[src/hw/rtl/wmtf_pkg.sv]
// ----------------------------------------------------------------------------
// wmtf_pkg
// Shared constants and control structs of the move-to-front word decoder.
// ----------------------------------------------------------------------------
package wmtf_pkg;

    localparam logic [7:0] CH_0  = 8'h30;
    localparam logic [7:0] CH_9  = 8'h39;
    localparam logic [7:0] CH_LA = 8'h61;
    localparam logic [7:0] CH_LZ = 8'h7A;
    localparam logic [7:0] CH_UA = 8'h41;
    localparam logic [7:0] CH_UZ = 8'h5A;
    localparam logic [3:0] RADIX = 4'd10;

    localparam int         ACC_W   = 9;
    localparam logic [8:0] ACC_MAX = 9'd511;
    localparam int         LEN_W   = 6;

    localparam logic [1:0] ST_OK    = 2'd0;
    localparam logic [1:0] ST_RANGE = 2'd1;
    localparam logic [1:0] ST_TRUNC = 2'd2;

    // controller -> datapath
    typedef struct packed {
        logic latch_in;
        logic acc_update;
        logic acc_clear;
        logic ord_rd_pos;
        logic ord_rd_tail;
        logic ord_rd_shift;
        logic ord_wr_shift;
        logic ord_wr_front;
        logic phys_from_ord;
        logic len_rd;
        logic len_capture;
        logic byte_rd;
        logic k_inc;
        logic tgt_from_count;
        logic tgt_from_ord;
        logic store_letter;
        logic close_begin;
        logic out_word;
        logic out_char;
        logic out_range;
        logic out_empty;
        logic out_last;
    } cmd_t;

    // datapath -> controller
    typedef struct packed {
        logic letter;
        logic digit;
        logic eol;
        logic acc_zero;
        logic acc_over;
        logic pending_zero;
        logic full;
        logic sh_zero;
        logic k_last;
        logic out_free;
    } stat_t;

endpackage

[src/hw/rtl/wmtf_ctrl.sv]
// ----------------------------------------------------------------------------
// wmtf_ctrl
// Sequencer: close word, accumulate digits, resolve index, move to front.
// ----------------------------------------------------------------------------
module wmtf_ctrl (
    input  logic            aclk,
    input  logic            aresetn,
    input  logic            in_valid,
    output logic            in_ready,
    input  wmtf_pkg::stat_t stat,
    output wmtf_pkg::cmd_t  cmd
);

    typedef enum logic [4:0] {
        S_IDLE, S_CLOSE1, S_ACC, S_RES, S_R_ORD, S_R_LEN, S_R_LCAP, S_R_BRD,
        S_R_BOUT, S_LETTER, S_L_TAIL, S_L_WRITE, S_CHAR, S_CLOSE2, S_EMPTY,
        S_SH_RD, S_SH_WR
    } state_t;

    state_t state_reg, state_next;
    state_t ret_reg, ret_next;
    state_t after_close1, after_res, after_char;

    always_comb begin
        after_close1 = stat.letter ? S_RES : (stat.digit ? S_ACC : S_RES);
        after_res    = stat.letter ? S_LETTER : (stat.digit ? S_IDLE : S_CHAR);
        after_char   = (stat.letter && stat.eol) ? S_CLOSE2 : S_IDLE;
    end

    always_comb begin
        cmd        = '0;
        state_next = state_reg;
        ret_next   = ret_reg;
        in_ready   = 1'b0;
        case (state_reg)
            S_IDLE: begin
                in_ready = 1'b1;
                if (in_valid) begin
                    cmd.latch_in = 1'b1;
                    state_next   = S_CLOSE1;
                end
            end
            S_CLOSE1, S_CLOSE2: begin
                if (state_reg == S_CLOSE1 && stat.letter) begin
                    state_next = S_RES;
                end else if (stat.pending_zero) begin
                    state_next = (state_reg == S_CLOSE1) ? after_close1 : S_IDLE;
                end else begin
                    cmd.close_begin = 1'b1;
                    ret_next   = (state_reg == S_CLOSE1) ? after_close1 : S_IDLE;
                    state_next = S_SH_RD;
                end
            end
            S_ACC: begin
                cmd.acc_update = 1'b1;
                state_next     = stat.eol ? S_RES : S_IDLE;
            end
            S_RES: begin
                if (stat.acc_zero) begin
                    state_next = stat.digit ? S_EMPTY : after_res;
                end else if (stat.acc_over) begin
                    if (stat.out_free) begin
                        cmd.out_range = 1'b1;
                        cmd.out_last  = stat.digit;
                        cmd.acc_clear = 1'b1;
                        state_next    = after_res;
                    end
                end else begin
                    cmd.ord_rd_pos = 1'b1;
                    cmd.acc_clear  = 1'b1;
                    ret_next       = after_res;
                    state_next     = S_R_ORD;
                end
            end
            S_R_ORD: begin
                cmd.phys_from_ord = 1'b1;
                state_next        = S_R_LEN;
            end
            S_R_LEN: begin
                cmd.len_rd = 1'b1;
                state_next = S_R_LCAP;
            end
            S_R_LCAP: begin
                cmd.len_capture = 1'b1;
                state_next      = S_R_BRD;
            end
            S_R_BRD: begin
                cmd.byte_rd = 1'b1;
                state_next  = S_R_BOUT;
            end
            S_R_BOUT: begin
                if (stat.out_free) begin
                    cmd.out_word = 1'b1;
                    cmd.out_last = stat.digit & stat.k_last;
                    cmd.k_inc    = 1'b1;
                    state_next   = stat.k_last ? S_SH_RD : S_R_BRD;
                end
            end
            S_LETTER: begin
                if (!stat.pending_zero) begin
                    state_next = S_L_WRITE;
                end else if (stat.full) begin
                    cmd.ord_rd_tail = 1'b1;
                    state_next      = S_L_TAIL;
                end else begin
                    cmd.tgt_from_count = 1'b1;
                    state_next         = S_L_WRITE;
                end
            end
            S_L_TAIL: begin
                cmd.tgt_from_ord = 1'b1;
                state_next       = S_L_WRITE;
            end
            S_L_WRITE: begin
                cmd.store_letter = 1'b1;
                state_next       = S_CHAR;
            end
            S_CHAR: begin
                if (stat.out_free) begin
                    cmd.out_char = 1'b1;
                    cmd.out_last = 1'b1;
                    state_next   = after_char;
                end
            end
            S_EMPTY: begin
                if (stat.out_free) begin
                    cmd.out_empty = 1'b1;
                    cmd.out_last  = 1'b1;
                    state_next    = S_IDLE;
                end
            end
            S_SH_RD: begin
                if (stat.sh_zero) begin
                    cmd.ord_wr_front = 1'b1;
                    state_next       = ret_reg;
                end else begin
                    cmd.ord_rd_shift = 1'b1;
                    state_next       = S_SH_WR;
                end
            end
            S_SH_WR: begin
                cmd.ord_wr_shift = 1'b1;
                state_next       = S_SH_RD;
            end
            default: begin
                state_next = S_IDLE;
            end
        endcase
    end

    always_ff @(posedge aclk) begin
        if (!aresetn) begin
            state_reg <= S_IDLE;
            ret_reg   <= S_IDLE;
        end else begin
            state_reg <= state_next;
            ret_reg   <= ret_next;
        end
    end

endmodule

[config.mk]
export PLATFORM = sky130hd
export DESIGN_NAME = wmtf_ctrl
export DESIGN_NICKNAME = d
export VERILOG_FILES = /design/src/hw/rtl/wmtf_pkg.sv /design/src/hw/rtl/wmtf_ctrl.sv
export SDC_FILE = /design/constraint.sdc
export NUM_CORES = 1
export LEC_CHECK = 0
export BUFFER_PORTS_ARGS = -buffer_cell sky130_fd_sc_hd__buf_2
export CAP_MARGIN = 5
export CORE_MARGIN = 2
export CORE_UTILIZATION = 45
export CTS_CLUSTER_DIAMETER = 50
export DETAILED_ROUTE_END_ITERATION = 8
export PLACE_DENSITY = 0.75
export SYNTH_ARGS = -nofsm -noshare
export SYNTH_HDL_FRONTEND = slang
export SYNTH_SLANG_ARGS = --single-unit
export TNS_END_PERCENT = 20
[constraint.sdc]
create_clock -name aclk -period 2 [get_ports aclk]
set_clock_uncertainty 0.15 [all_clocks]
set_input_delay 0.2 -clock aclk [delete_from_list [all_inputs] [get_ports aclk]]
set_output_delay 0.2 -clock aclk [all_outputs]
set_load 0.02 [all_outputs]
[Word-level counts from Yosys, hierarchy flattened]
Cells that the tools add are included.
Operators by class
  eq/ne operators: 25
  muxes and demuxes: 68
  bitwise gates (word level): 1
  reductions and logical operators: 7
Operators with widths (count)
  5-bit one-hot mux with 16 select lines: 1
  5-bit two-way mux: 14
  5-bit by 4-bit equality test with 1-bit output (second input constant): 8
  1-bit two-way mux: 40
  4-bit two-way mux: 6
  5-bit by 3-bit equality test with 1-bit output (second input constant): 4
  2-bit != test (second input constant): 8
  5-bit by 2-bit equality test with 1-bit output (second input constant): 2
  2-bit two-way mux: 5
  5-bit one-hot mux with 2 select lines: 1
  5-bit AND reduction: 2
  5-bit by 1-bit equality test with 1-bit output (second input constant): 1
  5-bit equality test (second input constant): 1
  5-bit zero test: 1
  4-bit != test (second input constant): 1
  1-bit one-hot mux with 4 select lines: 1
  1-bit logical AND: 2
  2-bit nonzero test: 1
  2-bit OR reduction: 1
  1-bit AND: 1
Word-level totals
  bits in registers: 10
  output and inout bits: 23

[Depth between registers and ports, before layout]
Gate-level depths: netlist (run 1).
  word-level depth: 6
  gate-level depth with buffers: 7

[Worst setup path after synthesis (run 1)]
OpenSTA, ideal clock, no wires.
  path kind: reg-to-output
  start: reg state_reg[1]
  end: out cmd[0] in the netlist's numbering
  arrival: 1622 ps
  slack: 28 ps
  stages on the path, launching flop included: 7
  path buffers: 2
  path through: dfxtp_1 buf_4 clkbuf_1 nor3_1 and3_1 o21ai_0 a21boi_0
RTL lines
  start, declared: line wmtf_ctrl.sv:20  | state_t state_reg, state_next;
  start signal, assigned: line wmtf_ctrl.sv:156  | state_reg <= state_next;
  end, declared: line wmtf_ctrl.sv:11  | output wmtf_pkg::cmd_t cmd

[Worst setup path after layout (run 1)]
  start: reg state_reg[2]
  end: reg state_reg[2]
On the way
  longest elaborated chain between the ends: 4
  elaborated cells on any way between the ends: 27
Ends and longest elaborated chain
  5-bit by 1-bit equality test with 1-bit output: line wmtf_ctrl.sv:35, wmtf_ctrl.sv:44
  1-bit logical AND: line wmtf_ctrl.sv:44  | if (state_reg == S_CLOSE1 && stat.letter) begin
  5-bit two-way mux: line wmtf_ctrl.sv:44
  5-bit one-hot mux with 16 select lines: line wmtf_ctrl.sv:35  | case (state_reg)
Parallel ways exist; a longest one is shown, timed or not.
A chain may end at the register's enable or synchronous reset.

==> results of run 1 <==
-- area by class of cell --
cell class / count / area share [%]
Clock buffer: 4 / 1.792
Timing Repair Buffer: 59 / 25.43
Multi-Input combinational cell: 124 / 56.31
Inverter: 4 / 1.024
Tap cell: 28 / 2.389
Sequential cell: 9 / 13.05
-- worst register-to-register path, stage by stage (launching register included) --
cell and delay (ns):
dfxtp_2 0.37, buf_12 0.15, or3_1 0.41, a211oi_4 0.23, buf_4 0.17, nor3_1 0.05
buf_4 0.15, o211a_1 0.11, o22ai_2 0.11
-- what timing repair did --
action	CTS	global route
endpoints found under the setup margin	8	13
pin swaps	1	5
gates resized for setup	13	9
buffers inserted	1	5
-- kinds of logic after synthesis --
group / count (synthesis) / synth area share, %
AO/OA/AOI/OAI: 39 / 28.45
buffers and inverters: 16 / 8.162
flip-flops: 9 / 17.29
multiplexers: 1 / 0.9604
AND/OR/NAND/NOR: 84 / 45.14
-- stage by stage --
| stage | util, % | setup WS (ns) | area (sq um) |
|---|---|---|---|
| floorplan | - | 0.02772 | 1042 |
| global placement | 60.71 | 0.004699 | 1330 |
| detailed placement | 60.71 | 0.01793 | 1330 |
| CTS | 64.19 | 0.01364 | 1406 |
| global route | 66.93 | -0.02313 | 1466 |
| finish | 66.93 | 0.01476 | 1466 |
-- metal layers --
metal / global-route usage [%] / up-vias / routed length, um
met5: 0 / - / 0
met2: 45.15 / 103 / 1779
met4: 14.04 / 0 / 94
met1: 39.23 / 638 / 1463
li1: - / 649 / -
met3: 1.437 / 15 / 391
-- cells in the final DEF, fill, tap and decap left out, drive strengths merged, types with 2 or more instances in the layout --
master   instances
clkbuf           5
o22ai            3
dfxtp            9
nand3b           2
nor2b            6
nor2            28
a21oi            7
nand3           12
nor4             2
nand2b           6
inv              4
o211a            2
and2             2
nor3             8
o211ai           2
o21ai           12
and3             3
or3              3
a21boi           2
a211oi           3
nand2            5
o2111ai          2
buf             58
-- where the power goes --
group | internal, mW | switching [mW] | total, mW
Sequential | 0.223 | 0.0788 | 0.302
Clock | 0.0773 | 0.0723 | 0.150
Combinational | 0.482 | 0.599 | 1.08
-- worst min path at each step --
| stage | start | end | slack [ns] | cells past startpoint |
|---|---|---|---|---|
| 2_1_floorplan | stat[6] | state_reg[0] | 0.23 | 3 |
| 3_3_place_gp | ret_reg[3] | ret_reg[3] | 0.30 | 2 |
| 3_5_place_dp | ret_reg[2] | ret_reg[2] | 0.31 | 2 |
| 4_1_cts | stat[2] | state_reg[4] | 0.13 | 3 |
| 5_1_grt | stat[2] | state_reg[4] | 0.14 | 3 |
| 6_report | stat[2] | state_reg[4] | 0.13 | 3 |
==> impl_metrics.env, run 1 <==
export IMPL_status="completed"
export IMPL_yosysTopAreaCellShare_pct=17.29
export IMPL_path_depth=8
export IMPL_route_detailed_drc=0
export IMPL_leakage_nw=0.6702
export IMPL_setup_viol_count_final=0
export IMPL_hold_viol=0
export IMPL_rr_startpoint="state_reg[2]"
export IMPL_reg2reg_depth=8
export IMPL_worst_setup_path_start_kind="flip-flop"
export IMPL_largest_register_ffs=5
export IMPL_syn_num_nets=162
export IMPL_power_mw=1.533
export IMPL_die_w_um=52.13
export IMPL_finalHoldWorstSlack_ns=0.1294
export IMPL_grtUsageTotal_pct=28.56
export IMPL_antenna_found_initial=0
export IMPL_cts_hold_buf=0
export IMPL_cp_slowest_cell="or3_1"
export IMPL_drtAntennaViolNets=0
export IMPL_fin_setup_tns_ns=0
export IMPL_viasPerCell=6.162
export IMPL_clk_latency_ns=0.28
export IMPL_final_max_slew_violation_count=0
export IMPL_maxCapViolations=0
export IMPL_initial_core_util_pct=47.57
export IMPL_startpoint="state_reg[2]"
export IMPL_syn_to_final_growth_pct=40.70
export IMPL_r2r_slack_ns=0.01
export IMPL_path_cells="buf_12 > or3_1 > a211oi_4 > buf_4 > nor3_1 > buf_4 > o211a_1 > o22ai_2"
export IMPL_dp_hpwl_um=2702
export IMPL_nets=214
export IMPL_drive_above_1_share_pct=41.50
export IMPL_required_ns=2.05
export IMPL_clk_pin_slew_worst_paths_ns=0.07
export IMPL_setup_worst_path_class="reg -> reg"
export IMPL_cts_path_max_buffers=2
export IMPL_ys_warnings_count=0
export IMPL_drtIter0Drc=104
export IMPL_final_cells=228
export IMPL_synth_edf_count=0
export IMPL_die_h_um=52.13
export IMPL_yosys_top_cells_count="nor2_1, nand3_1, dfxtp_1, nor3_1, a21oi_1"
export IMPL_fin_crit_sh_pct=99.26
export IMPL_rsz0062_at_grt="yes"
export IMPL_synthFlopType="dfxtp_1"
export IMPL_ys_types=46
export IMPL_ys_seq_elements=9
export IMPL_boundaryPins=36
export IMPL_io_buffers=35
export IMPL_fmax_mhz=503.7
export IMPL_vias=1405
export IMPL_yosysMostFrequentCell="nor2_1"
export IMPL_r2r_end="state_reg[2]"
export IMPL_ys_async_sr_fraction_pct=0
export IMPL_netlist_top_cells_area="dfxtp_1, nor2_1, nand3_1"
export IMPL_nFillCells=206
export IMPL_grt_ovfl_total=0
export IMPL_critPathMaxStageDelay_ns=0.41
export IMPL_path_buf_inv=3
export IMPL_wl_um=3729
export IMPL_synth_area_per_cell_sq_um=6.995
export IMPL_grt_pass1_wl_um=5747
export IMPL_clock_sinks=9
export IMPL_crit_end="state_reg[2]"
export IMPL_multi_input_area_sq_um=825.8
export IMPL_root_buffer="clkbuf_4"
export IMPL_hold_path_class="in -> reg"
export IMPL_max_slew_margin_rel_pct=62.82
export IMPL_placedCellCount=218
export IMPL_fp_dieArea_sq_um=2717
export IMPL_worst_pin_slew_ns=0.5563
export IMPL_drt_pass1_iter_count=4
export IMPL_ys_seq_area_share_pct=17.29
export IMPL_p_per_area_nw_per_um2=1045
export IMPL_h_tree_depth=1
export IMPL_synth_cells=149
export IMPL_cts_buffers=3
export IMPL_crit_path_frequent_cell="buf_4"
export IMPL_antennaDiodeCount=0
export IMPL_rows=17
export IMPL_gp_congestion=0.9017
export IMPL_netlist_area_sq_um=1042
export IMPL_peakVddDrop_mv=0.8160
export IMPL_end_kind="flip-flop"
export IMPL_routedWlPerCell_um=16.36
export IMPL_crit_arrival_ns=2.03
export IMPL_critPathMaxFanout=10
export IMPL_grt_pass1_vias=1182
export IMPL_core_sq_um=2191
export IMPL_crit_family="buffers and inverters"
export IMPL_synth_top_area_cell="dfxtp_1"
export IMPL_period_needed_ns=1.985
export IMPL_ff_latch_area_sq_um=191.4
export IMPL_grt_start_max_net_pins=12
export IMPL_tritoncts="done"
No activity file was read; power rests on OpenSTA's default activity.
==> run 2: changes to the inputs <==
--- a/config.mk
+++ b/config.mk
@@ -5,13 +5,16 @@
 export SDC_FILE = /design/constraint.sdc
 export NUM_CORES = 1
 export LEC_CHECK = 0
+export ABC_CLOCK_PERIOD_IN_PS = 2000
 export BUFFER_PORTS_ARGS = -buffer_cell sky130_fd_sc_hd__buf_2
 export CAP_MARGIN = 5
+export CELL_PAD_IN_SITES_DETAIL_PLACEMENT = 1
+export CELL_PAD_IN_SITES_GLOBAL_PLACEMENT = 1
 export CORE_MARGIN = 2
-export CORE_UTILIZATION = 45
+export CORE_UTILIZATION = 24
 export CTS_CLUSTER_DIAMETER = 50
 export DETAILED_ROUTE_END_ITERATION = 8
-export PLACE_DENSITY = 0.75
+export PLACE_DENSITY = 0.61
 export SYNTH_ARGS = -nofsm -noshare
 export SYNTH_HDL_FRONTEND = slang
 export SYNTH_SLANG_ARGS = --single-unit
==> run 2 against run 1 <==
- first-iteration DRC count shrank 38%
- critical endpoint is now cmd[5]
- routed wire length grew 19%
- critical path type is now reg -> out
- sequential cell count is the same
- via count shrank 4.3%
==> impl_metrics.env, run 2 (same netlist as run 1, synthesis figures left out) <==
export IMPL_status="completed"
export IMPL_largest_register_ffs=5
export IMPL_most_common_layout_cells="buf_2, nor2_1, buf_4"
export IMPL_viasPerCell=5.423
export IMPL_grt_start_max_net_pins=22
export IMPL_r2r_end="state_reg[3]"
export IMPL_fmax_mhz=502.1
export IMPL_drive_above_1_share_pct=40.40
export IMPL_boundaryPins=36
export IMPL_dp_hpwl_um=3561
export IMPL_fin_util_pct=37.05
export IMPL_fin_area_sq_um=1514
export IMPL_leakage_nw=0.6765
export IMPL_critPathMaxFanout=9
export IMPL_die_w_um=69.90
export IMPL_ff_latch_area_sq_um=187.7
export IMPL_hold_depth=3
export IMPL_max_slew_margin_rel_pct=64.63
export IMPL_setup_worst_path_class="reg -> out"
export IMPL_drtAntennaViolNets=0
export IMPL_fp_dieArea_sq_um=4886
export IMPL_route_detailed_drc=0
export IMPL_cts_path_max_buffers=2
export IMPL_root_buffer="clkbuf_8"
export IMPL_crit_end="cmd[5]"
export IMPL_core_sq_um=4086
export IMPL_clk_pin_slew_worst_paths_ns=0.05
export IMPL_p_per_area_nw_per_um2=1078
export IMPL_drt_pass1_iter_count=4
export IMPL_finalHoldWorstSlack_ns=0.1411
export IMPL_maxCapViolations=0
export IMPL_hold_viol=0
export IMPL_period_needed_ns=1.992
export IMPL_setup_viol_count_final=0
export IMPL_grt_pass1_wl_um=7113
export IMPL_gp_congestion=0.9899
export IMPL_rsz0062_at_grt="yes"
export IMPL_pre_cts_ws_ns=0.009928
export IMPL_placedCellCount=242
export IMPL_final_cells=248
export IMPL_multi_input_area_sq_um=818.3
export IMPL_wl_um=4433
export IMPL_grtUsageTotal_pct=18.28
export IMPL_grt_pass1_vias=1378
export IMPL_nFillCells=528
export IMPL_rows=23
export IMPL_vias=1345
export IMPL_syn_to_final_growth_pct=45.26
export IMPL_worst_setup_path_start_kind="flip-flop"
export IMPL_antenna_found_initial=0
export IMPL_nets=212
export IMPL_timing_final_ws_setup_ns=0.008343
export IMPL_end_kind="output port"
export IMPL_peakVddDrop_mv=0.3777
export IMPL_worst_pin_slew_ns=0.5265
export IMPL_final_max_slew_violation_count=0
export IMPL_grt_ovfl_total=0
export IMPL_r2r_slack_ns=0.03
export IMPL_reg2reg_depth=6
export IMPL_clk_latency_ns=0.23
export IMPL_drtIter0Drc=65
export IMPL_h_tree_depth=1
export IMPL_fin_crit_sh_pct=99.58
export IMPL_rr_startpoint="state_reg[3]"
export IMPL_tritoncts="done"
export IMPL_power_mw=1.632
export IMPL_die_h_um=69.90
export IMPL_crit_arrival_ns=1.64
export IMPL_startpoint="state_reg[3]"
export IMPL_postPlaceCellArea_sq_um=1385
export IMPL_cts_buffers=3
export IMPL_routedWlPerCell_um=17.88
export IMPL_layout_commonest_cell="buf_2"
export IMPL_fin_setup_tns_ns=0
export IMPL_hold_path_class="in -> reg"
export IMPL_io_buffers=35
export IMPL_clock_sinks=9
export IMPL_required_ns=1.65
export IMPL_antennaDiodeCount=0
export IMPL_initial_core_util_pct=25.51
-- run 2: worst min path at each step --
| stage | slack (ns) | endpoint | startpoint |
|---|---|---|---|
| 5_1_grt | 0.17 | state_reg[4] | stat[2] |
| 3_3_place_gp | 0.30 | ret_reg[0] | ret_reg[0] |
| 4_1_cts | 0.14 | state_reg[4] | stat[2] |
| 3_5_place_dp | 0.32 | ret_reg[1] | ret_reg[1] |
| 6_report | 0.14 | state_reg[4] | stat[2] |
| 2_1_floorplan | 0.23 | state_reg[0] | stat[6] |
-- run 2: timing repair --
action                     4_1_cts  5_1_grt
gates resized for setup         15        5
pin swaps                        1        1
cloned                           0        0
setup endpoints to repair        7        7
setup buffers                    1        1
hold buffers                     0        0
-- run 2: metal layers --
layer / vias up / share of wire [%] / global-route usage (%)
li1: 641 / - / -
met1: 648 / 44 / 24.00
met2: 52 / 49 / 31.43
met3: 4 / 5.8 / 1.587
met4: 0 / 0.97 / 5.983
met5: - / 0 / 0
-- run 2: final cells by class --
class,count,share of cell area [%]
clock buffers,4,2.975
inverters,4,0.9917
flip-flops and latches,9,12.40
repair buffers,57,25.45
well taps,50,4.132
multi-input cells,124,54.05
-- run 2: worst max-delay path, stage by stage, from the launching register on --
cell and delay (ns):
dfxtp_2 0.37, buf_6 0.16, or3_4 0.37, a211oi_4 0.34, buf_6 0.17
-- run 2: report_power, final --
part	internal, mW	switching (mW)	leakage, nW
sequential	0.218	0.0479	0.0751
clock	0.139	0.0771	0.0228
combinational	0.508	0.642	0.579
total	0.865	0.767	0.677
